## config.mk

```make
export PLATFORM = sky130hd
export DESIGN_NAME = fit_policy_block_allocator_flat
export DESIGN_NICKNAME = d
export VERILOG_FILES = /design/src/hw/rtl/fpba_pkg.sv /design/src/hw/rtl/fpba_if.sv /design/src/hw/rtl/fpba_ram.sv /design/src/hw/rtl/fit_policy_block_allocator.sv /design/src/flat_wrapper.sv
export SDC_FILE = /design/constraint.sdc
export NUM_CORES = 1
export LEC_CHECK = 0
export ABC_CLOCK_PERIOD_IN_PS = 4050
export BUFFER_PORTS_ARGS = -buffer_cell sky130_fd_sc_hd__buf_2
export CORE_MARGIN = 4
export CORE_UTILIZATION = 25
export DETAILED_ROUTE_END_ITERATION = 16
export HOLD_SLACK_MARGIN = 0.12
export PLACE_DENSITY = 0.41
export SLEW_MARGIN = 20
export SYNTH_ARGS = -nofsm -noshare
export SYNTH_HDL_FRONTEND = slang
export SYNTH_HIERARCHICAL = 1
export SYNTH_SLANG_ARGS = --single-unit
```

## constraint.sdc

```tcl
create_clock -name clk -period 4.05 [get_ports clk]
set_input_delay 0.81 -clock clk [delete_from_list [all_inputs] [get_ports clk]]
set_output_delay 0.81 -clock clk [all_outputs]
set_load 0.1 [all_outputs]
```

## src/hw/rtl/fpba_pkg.sv

```systemverilog
`timescale 1ns / 1ps
// ----------------------------------------------------------------------------
// fpba_pkg
// Shared types, codes and defaults of the fit-policy block allocator.
// ----------------------------------------------------------------------------
package fpba_pkg;

    // Default table geometry
    localparam int DEF_MAX_BLOCKS = 16;
    localparam int DEF_SIZE_BITS  = 16;

    // Fixed field widths of the channels
    localparam int OP_W         = 1;
    localparam int LOAD_INDEX_W = 4;
    localparam int SIZE_W       = 16;
    localparam int BLOCK_NUM_W  = 4;

    // Configuration port
    localparam int CFG_INDEX_W = 2;
    localparam int CFG_DATA_W  = 5;
    localparam int POLICY_W    = 2;
    localparam int BCOUNT_W    = 5;

    localparam logic [CFG_INDEX_W-1:0] REG_POLICY      = 2'd0;
    localparam logic [CFG_INDEX_W-1:0] REG_BLOCK_COUNT = 2'd1;

    localparam logic [BCOUNT_W-1:0] BCOUNT_RESET = 5'd16;

    typedef enum logic [POLICY_W-1:0] {
        POL_FIRST = 2'd0,
        POL_BEST  = 2'd1,
        POL_NEXT  = 2'd2,
        POL_WORST = 2'd3
    } policy_t;

    typedef enum logic [OP_W-1:0] {
        OP_LOAD  = 1'b0,
        OP_ALLOC = 1'b1
    } op_t;

    typedef enum logic [1:0] {
        ST_IDLE,
        ST_SCAN,
        ST_CLEAR,
        ST_DONE
    } state_t;

endpackage

```

## src/hw/rtl/fpba_if.sv

```systemverilog
`timescale 1ns / 1ps
// ----------------------------------------------------------------------------
// fpba_if
// Valid/ready channels of the allocator: request words in, grant words out.
// ----------------------------------------------------------------------------
interface fpba_req_if;
    logic                                valid;
    logic                                ready;
    logic [fpba_pkg::OP_W-1:0]           operation;
    logic [fpba_pkg::LOAD_INDEX_W-1:0]   load_index;
    logic [fpba_pkg::SIZE_W-1:0]         size;

    modport source (output valid, output operation, output load_index, output size,
                    input ready);
    modport sink   (input valid, input operation, input load_index, input size,
                    output ready);
endinterface

interface fpba_rsp_if;
    logic                                valid;
    logic                                ready;
    logic                                granted;
    logic [fpba_pkg::BLOCK_NUM_W-1:0]    block_number;

    modport source (output valid, output granted, output block_number, input ready);
    modport sink   (input valid, input granted, input block_number, output ready);
endinterface

```

## src/hw/rtl/fpba_ram.sv

```systemverilog
`timescale 1ns / 1ps
// ----------------------------------------------------------------------------
// fpba_ram
// Generic single-write, single-read RAM with registered read data.
// ----------------------------------------------------------------------------
module fpba_ram #(
    parameter int WIDTH = fpba_pkg::DEF_SIZE_BITS,
    parameter int DEPTH = fpba_pkg::DEF_MAX_BLOCKS
) (
    input  logic                     clk,
    input  logic                     we,
    input  logic [$clog2(DEPTH)-1:0] waddr,
    input  logic [WIDTH-1:0]         wdata,
    input  logic                     re,
    input  logic [$clog2(DEPTH)-1:0] raddr,
    output logic [WIDTH-1:0]         rdata
);

    logic [WIDTH-1:0] mem [DEPTH];
    logic [WIDTH-1:0] rdata_reg;

    always_ff @(posedge clk)
    begin
        if (we)
        begin
            mem[waddr] <= wdata;
        end
        if (re)
        begin
            rdata_reg <= mem[raddr];
        end
    end

    assign rdata = rdata_reg;

endmodule

```

## src/hw/rtl/fit_policy_block_allocator.sv

```systemverilog
`timescale 1ns / 1ps
// ----------------------------------------------------------------------------
// fit_policy_block_allocator
// Free-block table with first, best, next and worst fit allocation.
//
// The block holds a table of MAX_BLOCKS free sizes in a RAM. A load word
// writes one entry (ignored when load_index is past the table), rewinds the
// next-fit pointer to 0, leaves the block idle and gives no grant word. An
// allocate word starts a scan of the first min(block_count, MAX_BLOCKS)
// entries with one shared comparator, one entry per cycle, under the policy
// register: first fit, best fit (smallest fitting size), worst fit (largest
// fitting size) with ties to the lower index, or next fit, a single circular
// pass starting at the last granted index (0 if that is past the count). The
// chosen entry is cleared to zero and one grant word goes out; block_number is
// 0 when nothing fits. First and next fit stop the scan at the first hit;
// a hit then passes through the clear state and the done state, which loads
// the grant word into the output register, while a miss skips the clear
// state and a zero block count goes from idle straight to the done state.
// The RAM read port, one entry per cycle, paces the scan. A grant word that
// finds the output register still full holds the scan sequencer until it
// drains. The request side is not ready during a scan, but a finished grant
// waits in the output register while new words are taken. The table resets
// to all zero through one valid flop per entry, so no clearing pass is needed.
// ----------------------------------------------------------------------------
module fit_policy_block_allocator #(
    parameter int MAX_BLOCKS = fpba_pkg::DEF_MAX_BLOCKS,
    parameter int SIZE_BITS  = fpba_pkg::DEF_SIZE_BITS
) (
    input  logic                               clk,
    input  logic                               rst_n,
    input  logic                               cfg_we,
    input  logic [fpba_pkg::CFG_INDEX_W-1:0]   cfg_index,
    input  logic [fpba_pkg::CFG_DATA_W-1:0]    cfg_data,
    fpba_req_if.sink                           req,
    fpba_rsp_if.source                         rsp
);

    // Index and count widths follow the table depth
    localparam int IDX_W = $clog2(MAX_BLOCKS);
    localparam int CNT_W = $clog2(MAX_BLOCKS + 1);
    localparam int CMP_W = (CNT_W > fpba_pkg::BCOUNT_W) ? CNT_W : fpba_pkg::BCOUNT_W;
    localparam int LX_W  = (IDX_W > fpba_pkg::LOAD_INDEX_W) ? IDX_W : fpba_pkg::LOAD_INDEX_W;
    localparam int BX_W  = (IDX_W > fpba_pkg::BLOCK_NUM_W) ? IDX_W : fpba_pkg::BLOCK_NUM_W;
    localparam int SX_W  = (SIZE_BITS > fpba_pkg::SIZE_W) ? SIZE_BITS : fpba_pkg::SIZE_W;

    // Configuration registers
    fpba_pkg::policy_t               policy_reg;
    logic [fpba_pkg::BCOUNT_W-1:0]   block_count_reg;

    // Sequencer state and datapath registers
    fpba_pkg::state_t  state_reg,      state_next;
    logic [IDX_W-1:0]  next_start_reg, next_start_next;
    logic [MAX_BLOCKS-1:0] valid_reg,  valid_next;
    logic [SIZE_BITS-1:0] req_size_reg, req_size_next;
    logic [CNT_W-1:0]  cnt_reg,        cnt_next;
    logic [CNT_W-1:0]  step_reg,       step_next;
    logic [IDX_W-1:0]  pos_reg,        pos_next;
    logic [IDX_W-1:0]  cmp_pos_reg,    cmp_pos_next;
    logic              cmp_live_reg,   cmp_live_next;
    logic [IDX_W-1:0]  pick_reg,       pick_next;
    logic [SIZE_BITS-1:0] pick_size_reg, pick_size_next;
    logic              found_reg,      found_next;
    logic              rsp_valid_reg,  rsp_valid_next;
    logic              granted_reg,    granted_next;
    logic [fpba_pkg::BLOCK_NUM_W-1:0] number_reg, number_next;

    // RAM port
    logic                 ram_we;
    logic [IDX_W-1:0]     ram_waddr;
    logic [SIZE_BITS-1:0] ram_wdata;
    logic                 ram_re;
    logic [IDX_W-1:0]     ram_raddr;
    logic [SIZE_BITS-1:0] ram_rdata;

    // Decoded request fields
    logic                 req_fire;
    logic [LX_W-1:0]      load_index_ext;
    logic [IDX_W-1:0]     load_addr;
    logic                 load_in_range;
    logic [SIZE_BITS-1:0] size_trunc;
    logic [CNT_W-1:0]     cnt_eff;
    logic [IDX_W-1:0]     start_pos;

    // Shared compare unit
    logic [SIZE_BITS-1:0] entry;
    logic                 fits;
    logic                 better;

    // Step one place around the circular window of cnt entries
    function automatic logic [IDX_W-1:0] wrap_next(input logic [IDX_W-1:0] pos,
                                                   input logic [CNT_W-1:0] cnt);
        logic [CNT_W-1:0] inc;
        inc = CNT_W'(pos) + CNT_W'(1);
        if (inc == cnt)
        begin
            return '0;
        end
        return inc[IDX_W-1:0];
    endfunction

    fpba_ram #(
        .WIDTH (SIZE_BITS),
        .DEPTH (MAX_BLOCKS)
    ) u_table (
        .clk   (clk),
        .we    (ram_we),
        .waddr (ram_waddr),
        .wdata (ram_wdata),
        .re    (ram_re),
        .raddr (ram_raddr),
        .rdata (ram_rdata)
    );

    // Config writes land at once; unknown indexes drop
    always_ff @(posedge clk or negedge rst_n)
    begin
        if (!rst_n)
        begin
            policy_reg      <= fpba_pkg::POL_FIRST;
            block_count_reg <= fpba_pkg::BCOUNT_RESET;
        end
        else if (cfg_we)
        begin
            case (cfg_index)
                fpba_pkg::REG_POLICY:
                begin
                    policy_reg <= fpba_pkg::policy_t'(cfg_data[fpba_pkg::POLICY_W-1:0]);
                end
                fpba_pkg::REG_BLOCK_COUNT:
                begin
                    block_count_reg <= cfg_data[fpba_pkg::BCOUNT_W-1:0];
                end
                default:
                begin
                    block_count_reg <= block_count_reg;
                end
            endcase
        end
    end

    // Field decode
    assign req_fire       = req.valid && req.ready;
    assign load_index_ext = LX_W'(req.load_index);
    assign load_addr      = load_index_ext[IDX_W-1:0];
    assign load_in_range  = (int'(req.load_index) < MAX_BLOCKS);
    assign size_trunc     = SIZE_BITS'(SX_W'(req.size));
    assign cnt_eff        = (CMP_W'(block_count_reg) > CMP_W'(MAX_BLOCKS))
                            ? CNT_W'(MAX_BLOCKS)
                            : CNT_W'(block_count_reg);
    // Next fit starts at the last grant, or at 0 when that index is stale
    assign start_pos      = ((policy_reg == fpba_pkg::POL_NEXT) &&
                             (CNT_W'(next_start_reg) < cnt_eff)) ? next_start_reg : '0;

    // Entries never written (or cleared) read as zero
    assign entry  = valid_reg[cmp_pos_reg] ? ram_rdata : '0;
    assign fits   = (entry >= req_size_reg);
    assign better = !found_reg ||
                    ((policy_reg == fpba_pkg::POL_BEST)  && (entry < pick_size_reg)) ||
                    ((policy_reg == fpba_pkg::POL_WORST) && (entry > pick_size_reg));

    // Request side takes words only while idle
    assign req.ready = (state_reg == fpba_pkg::ST_IDLE);

    assign rsp.valid        = rsp_valid_reg;
    assign rsp.granted      = granted_reg;
    assign rsp.block_number = number_reg;

    // Read address: start entry when a scan launches, then the walking pointer
    assign ram_re    = (state_reg == fpba_pkg::ST_SCAN) ||
                       (req_fire && (req.operation == fpba_pkg::OP_ALLOC));
    assign ram_raddr = (state_reg == fpba_pkg::ST_IDLE) ? start_pos : pos_reg;

    // Only load words write the RAM; grants clear the valid flop instead
    assign ram_we    = req_fire && (req.operation == fpba_pkg::OP_LOAD) && load_in_range;
    assign ram_waddr = load_addr;
    assign ram_wdata = size_trunc;

    // Sequencer next state and datapath
    always_comb
    begin
        logic [BX_W-1:0] pick_ext;

        state_next      = state_reg;
        next_start_next = next_start_reg;
        valid_next      = valid_reg;
        req_size_next   = req_size_reg;
        cnt_next        = cnt_reg;
        step_next       = step_reg;
        pos_next        = pos_reg;
        cmp_pos_next    = cmp_pos_reg;
        cmp_live_next   = 1'b0;
        pick_next       = pick_reg;
        pick_size_next  = pick_size_reg;
        found_next      = found_reg;
        rsp_valid_next  = rsp_valid_reg && !rsp.ready;
        granted_next    = granted_reg;
        number_next     = number_reg;
        pick_ext        = BX_W'(pick_reg);

        case (state_reg)
            fpba_pkg::ST_IDLE:
            begin
                if (req_fire)
                begin
                    if (req.operation == fpba_pkg::OP_LOAD)
                    begin
                        if (load_in_range)
                        begin
                            valid_next[load_addr] = 1'b1;
                        end
                        next_start_next = '0;
                    end
                    else
                    begin
                        req_size_next = size_trunc;
                        cnt_next      = cnt_eff;
                        step_next     = '0;
                        found_next    = 1'b0;
                        pick_next     = '0;
                        cmp_pos_next  = start_pos;
                        pos_next      = wrap_next(start_pos, cnt_eff);
                        if (cnt_eff == '0)
                        begin
                            state_next = fpba_pkg::ST_DONE;
                        end
                        else
                        begin
                            cmp_live_next = 1'b1;
                            state_next    = fpba_pkg::ST_SCAN;
                        end
                    end
                end
            end

            fpba_pkg::ST_SCAN:
            begin
                // Keep the read pipeline full one entry ahead
                cmp_pos_next  = pos_reg;
                pos_next      = wrap_next(pos_reg, cnt_reg);
                cmp_live_next = 1'b1;
                if (cmp_live_reg)
                begin
                    step_next = step_reg + CNT_W'(1);
                    if (fits && better)
                    begin
                        found_next     = 1'b1;
                        pick_next      = cmp_pos_reg;
                        pick_size_next = entry;
                    end
                    if (fits && ((policy_reg == fpba_pkg::POL_FIRST) ||
                                 (policy_reg == fpba_pkg::POL_NEXT)))
                    begin
                        // First hit wins: stop the scan here
                        cmp_live_next = 1'b0;
                        state_next    = fpba_pkg::ST_CLEAR;
                    end
                    else if (step_reg == cnt_reg - CNT_W'(1))
                    begin
                        cmp_live_next = 1'b0;
                        state_next    = found_next ? fpba_pkg::ST_CLEAR : fpba_pkg::ST_DONE;
                    end
                end
            end

            fpba_pkg::ST_CLEAR:
            begin
                // Hand out the whole block: its free size drops to zero
                valid_next[pick_reg] = 1'b0;
                if (policy_reg == fpba_pkg::POL_NEXT)
                begin
                    next_start_next = pick_reg;
                end
                state_next = fpba_pkg::ST_DONE;
            end

            fpba_pkg::ST_DONE:
            begin
                // Hold until the output register is free
                if (!rsp_valid_reg || rsp.ready)
                begin
                    rsp_valid_next = 1'b1;
                    granted_next   = found_reg;
                    number_next    = found_reg ? pick_ext[fpba_pkg::BLOCK_NUM_W-1:0] : '0;
                    state_next     = fpba_pkg::ST_IDLE;
                end
            end

            default:
            begin
                state_next = fpba_pkg::ST_IDLE;
            end
        endcase
    end

    // State register
    always_ff @(posedge clk or negedge rst_n)
    begin
        if (!rst_n)
        begin
            state_reg <= fpba_pkg::ST_IDLE;
        end
        else
        begin
            state_reg <= state_next;
        end
    end

    // Control registers
    always_ff @(posedge clk or negedge rst_n)
    begin
        if (!rst_n)
        begin
            next_start_reg <= '0;
            valid_reg      <= '0;
            cmp_live_reg   <= 1'b0;
            found_reg      <= 1'b0;
            rsp_valid_reg  <= 1'b0;
            step_reg       <= '0;
            cnt_reg        <= '0;
        end
        else
        begin
            next_start_reg <= next_start_next;
            valid_reg      <= valid_next;
            cmp_live_reg   <= cmp_live_next;
            found_reg      <= found_next;
            rsp_valid_reg  <= rsp_valid_next;
            step_reg       <= step_next;
            cnt_reg        <= cnt_next;
        end
    end

    // Payload registers
    always_ff @(posedge clk)
    begin
        req_size_reg  <= req_size_next;
        pos_reg       <= pos_next;
        cmp_pos_reg   <= cmp_pos_next;
        pick_reg      <= pick_next;
        pick_size_reg <= pick_size_next;
        granted_reg   <= granted_next;
        number_reg    <= number_next;
    end

    // ------------------------------------------------------------------------
    // Assertions
    // ------------------------------------------------------------------------

    // The scan never walks past the searched window
    a_scan_in_window: assert property (@(posedge clk) disable iff (!rst_n)
        (state_reg == fpba_pkg::ST_SCAN) |->
            ((step_reg < cnt_reg) && (CNT_W'(cmp_pos_reg) < cnt_reg)))
        else $error("scan pointer outside the block window");

    // Only a found block is ever cleared
    a_clear_found: assert property (@(posedge clk) disable iff (!rst_n)
        (state_reg == fpba_pkg::ST_CLEAR) |-> found_reg)
        else $error("clear without a chosen block");

    // A cleared block reads as empty afterwards
    a_clear_takes: assert property (@(posedge clk) disable iff (!rst_n)
        (state_reg == fpba_pkg::ST_CLEAR) |=> !valid_reg[$past(pick_reg)])
        else $error("granted block not cleared");

    // A new grant word never overwrites one still waiting
    a_no_overrun: assert property (@(posedge clk) disable iff (!rst_n)
        (rsp_valid_reg && !rsp.ready) |=> (rsp_valid_reg && $stable(number_reg)))
        else $error("pending grant word lost");

endmodule
```

## src/flat_wrapper.sv

```systemverilog
// flat-port wrapper written by rule: the top's interface ports become plain ports
module fit_policy_block_allocator_flat 
#(
    parameter int MAX_BLOCKS = fpba_pkg::DEF_MAX_BLOCKS,
    parameter int SIZE_BITS  = fpba_pkg::DEF_SIZE_BITS
)
  (clk, rst_n, cfg_we, cfg_index, cfg_data, req_valid, req_operation, req_load_index, req_size, req_ready, rsp_valid, rsp_granted, rsp_block_number, rsp_ready);
  fpba_req_if req_i ();
  fpba_rsp_if rsp_i ();
  input  logic clk;
  input  logic rst_n;
  input  logic cfg_we;
  input  logic [fpba_pkg::CFG_INDEX_W-1:0] cfg_index;
  input  logic [fpba_pkg::CFG_DATA_W-1:0] cfg_data;
  input wire logic [$bits(req_i.valid)-1:0] req_valid;
  input wire logic [$bits(req_i.operation)-1:0] req_operation;
  input wire logic [$bits(req_i.load_index)-1:0] req_load_index;
  input wire logic [$bits(req_i.size)-1:0] req_size;
  output wire logic [$bits(req_i.ready)-1:0] req_ready;
  output wire logic [$bits(rsp_i.valid)-1:0] rsp_valid;
  output wire logic [$bits(rsp_i.granted)-1:0] rsp_granted;
  output wire logic [$bits(rsp_i.block_number)-1:0] rsp_block_number;
  input wire logic [$bits(rsp_i.ready)-1:0] rsp_ready;
  assign req_i.valid = req_valid;
  assign req_i.operation = req_operation;
  assign req_i.load_index = req_load_index;
  assign req_i.size = req_size;
  assign req_ready = req_i.ready;
  assign rsp_valid = rsp_i.valid;
  assign rsp_granted = rsp_i.granted;
  assign rsp_block_number = rsp_i.block_number;
  assign rsp_i.ready = rsp_ready;
  fit_policy_block_allocator #(.MAX_BLOCKS(MAX_BLOCKS), .SIZE_BITS(SIZE_BITS)) u_core (.clk(clk), .rst_n(rst_n), .cfg_we(cfg_we), .cfg_index(cfg_index), .cfg_data(cfg_data), .req(req_i), .rsp(rsp_i));
endmodule
```

==> results.py <==
metrics = {
    "status": {
        "status": "finished clean",
    },
    "placed_design": {
        "placed_cell_area_sq_um": 17200,
        "hpwl_mm": 25.9,
        "routabilityCongestion": 0.793,
        "io_buffers": 39,
        "dp.cells": 1788,
    },
    "cells_and_area": {
        "fin_nets": 1128,
        "layout_commonest_cell": "edfxtp_1",
        "area_delta_synth_final_pct": 20.9,
        "largest_register": "u_core/u_table/mem",
        "largest_reg_flops": 256,
        "final-instance-count-excl-fill": 1869,
        "final_util": 0.308,
        "finalInstanceArea_sq_um": 18700,
        "layout_common_cells": "321 x edfxtp_1, 66 x buf_4, 56 x mux4_2",
        "final_layout_size_suffix_gt1_frac": 0.270,
        "insertedDiodeCount": 0,
        "final.fill_count": 6019,
    },
    "synthesis": {
        "syn-cell-area_sq_um": 15500,
        "synth-edff-count": 321,
        "yosys.area_share.adder": 0.0331,
        "yosysTopAreaCell": "edfxtp_1",
        "ys_ff_latch": 363,
        "synth_xor_area_frac": 0.0119,
        "synth_flop_cell": "edfxtp_1",
        "yosysSeqAreaShare": 0.690,
        "synth_area_leaders": "edfxtp_1 62%, mux4_2 8.1%, dfrtp_1 6.6%",
        "synth.mux.area_fraction": 0.111,
        "synth_simple_gate_area_frac": 0.0637,
        "ys_types": 77,
        "async_flop_share": 0.116,
        "synth_nets": 998,
        "syn-mean-instance-area_sq_um": 16.8,
        "synth_compound_area_frac": 0.0665,
        "synth_top_family_by_area": "multiplexers",
        "netlist.area_leader.share": 0.622,
        "syn_inst": 924,
        "ys.warnings.count": 6,
    },
    "worst_setup_path": {
        "reg2reg_to": "u_core/pick_size_reg[9]$_DFFE_PP_",
        "cp_slowest_cell": "mux4_2",
        "required_ps": 4380,
        "rr_startpoint": "u_core/cmp_pos_reg[3]$_DFFE_PP_",
        "startpoint_type": "flop",
        "reg2reg_slack_ps": 160,
        "crit_path_end_kind": "flop",
        "cp.arrival_ps": 4220,
        "rr_worst_depth": 15,
        "critPathMaxFanout": 16,
        "path_cells": "mux4_2 > a22oi_4 > nand3_4 > and2_4 > ha_1 > and3_4 > a21o_1 > a221o_1 > a31oi_1 > o211a_1 > mux2_4 > a21boi_2 > buf_4 > nor2_4 > buf_12",
        "path_class": "flop to flop",
        "critPathMaxStageDelay_ps": 550,
    },
    "floorplanning": {
        "num_rows": 90,
        "fp.coreArea_sq_um": 60800,
        "initial_utilization": 0.255,
        "die_h_um": 257,
        "die-width_um": 257,
        "die_area_sq_um": 66000,
        "io_pins": 40,
    },
    "pwr": {
        "pwr-share-seq": 0.365,
        "p_int_mw": 8.98,
        "powerDensity_nw_per_um2": 719,
        "ir_worst_vdd_mv": 0.335,
        "p_switching_mw": 4.49,
        "switching_share": 0.333,
        "p_leak_nw": 6.65,
        "clkPwrFrac": 0.280,
        "power_frac_comb": 0.355,
    },
    "sta": {
        "max_freq_mhz": 257,
        "tightest_slew_ps": 1000,
        "period_share": 0.960,
        "clock-skew-final_ps": 21.5,
        "finalHoldViolations": 0,
        "slew_violations": 0,
        "fin_crit_ps": 3890,
        "finalSetupViolCount": 0,
        "maxSlewHeadroom": 0.333,
    },
    "clock_network": {
        "cts_tree": "done",
        "cts_inserted_buffers": 42,
        "cts.sink_count": 363,
        "h-tree-depth": 2,
        "path_clk_slew_ps": 60,
        "cts_root_buf": "clkbuf_16",
        "hold_buffers": 0,
        "cts_max_path_buffers": 3,
        "worstSkewPairLatency_ps": 580,
    },
    "global_routing": {
        "grt_pass1_vias": 8862,
        "track_usage": 0.121,
        "overflow": 0,
        "grt_pass1_wl_mm": 59.8,
        "antenna_found_initial": 0,
        "grt_max_degree": 43,
    },
    "route": {
        "drt-wirelength-per-cell_um": 21.6,
        "postRouteAntennaNets": 0,
        "dr.first_iter.drc_count": 542,
        "drt-total-wl_mm": 40.3,
        "via_count": 8559,
        "dr.pass1.iters": 5,
        "remaining_drc_errors": 0,
        "via_per_inst": 4.58,
    },
    "flow_run": {
        "drv_cap": 0,
    },
    "hold_path": {
        "min_path_type": "input port to async pin",
    },
}
[critical path, delay by kind of cell (launching register included)]
| family | cells | cell delay, ps |
|---|---|---|
| adders and majority gates | 1 | 280 |
| AOI/OAI and AO/OA | 6 | 1230 |
| muxes | 2 | 850 |
| and+or+nand+nor | 4 | 550 |
| buffers and inverters | 2 | 280 |
| DFF | 1 | 430 |
[cell usage after synthesis, drive strengths merged (5+ instances only)]
cell and number:
o21ai 31, dfrtp 41, xor2 8, ha 41, xnor2 13, nand4 5
o31ai 5, inv 56, nand2b 11, nand2 49, a21oi 26, nor3b 9
edfxtp 321, buf 14, nand3 14, mux4 68, nor2 36, nand3b 8
clkbuf 16, a22oi 33, nor3 12, a21o 9, mux2 11, and2 25
[metal layers]
| layer | up-vias | wire length [um] | GRT usage |
|---|---|---|---|
| li1 | 3917 | - | - |
| met1 | 4442 | 18600 | 0.167 |
| met2 | 148 | 19500 | 0.199 |
| met3 | 52 | 1320 | 0.0185 |
| met4 | 0 | 866 | 0.0350 |
| met5 | - | 0 | 0 |
[power groups by stage]
| stage | combinational [mW] | sequential [mW] | clock (mW) |
|---|---|---|---|
| 6_report | 4.78 | 4.92 | 3.77 |
| 5_1_grt | 5.22 | 4.96 | 4.09 |
| 4_1_cts | 4.67 | 4.91 | 3.91 |
| 3_5_place_dp | 4.65 | 4.99 | 0 |
| 3_3_place_gp | 4.65 | 4.99 | 0 |
| 2_1_floorplan | 2.96 | 4.95 | 0 |
[stage by stage]
step	total power, mW	worst slack, ps	hold slack [ps]	setup TNS [ps]
2_1_floorplan	7.91	145	458	0
3_3_place_gp	9.65	-146	486	-2350
3_5_place_dp	9.63	-245	485	-3940
4_1_cts	13.5	43.0	439	0
5_1_grt	14.3	-10.1	287	-10.1
6_report	13.5	161	254	0
[repair_timing]
item,4_1_cts,5_1_grt
buffers inserted,0,3
gates cloned,0,1
pin swaps,0,10
resized for setup,2,24
setup endpoints to repair,17,23
[cells by family after synthesis]
logic type / after synthesis
AO/OA/AOI/OAI: 145
XOR/XNOR: 21
adder cells (fa/ha/maj): 41
buffers and inverters: 86
flip-flops: 363
multiplexers: 81
AND/OR/NAND/NOR: 187
[worst max-delay path by stage]
stage | start | end | depth (start not counted)
finish | u_core/cmp_pos_reg[3]$_DFFE_PP_ | u_core/pick_size_reg[9]$_DFFE_PP_ | 15
global placement | u_core/cmp_pos_reg[3]$_DFFE_PP_ | u_core/pick_size_reg[7]$_DFFE_PP_ | 13
global route | u_core/cmp_pos_reg[3]$_DFFE_PP_ | u_core/state_reg[0]$_DFFE_PN0P_ | 15
detailed placement | u_core/cmp_pos_reg[3]$_DFFE_PP_ | u_core/pick_size_reg[12]$_DFFE_PP_ | 14
CTS | u_core/cmp_pos_reg[1]$_DFFE_PP_ | u_core/pick_reg[2]$_SDFFCE_PN0P_ | 15
floorplan | u_core/cmp_pos_reg[3]$_DFFE_PP_ | u_core/pick_size_reg[0]$_DFFE_PP_ | 14
[layout make-up]
cell class,instances,area [sq um],area share
Clock inverter,27,273,0.0146
Inverter,56,210,0.0112
Multi-Input combinational cell,476,4600,0.246
Timing Repair Buffer,115,880,0.0469
Clock buffer,50,1100,0.0588
Sequential cell,363,10700,0.571
Tap cell,782,978,0.0522
Note: power is estimated with default switching activity, not from simulation.
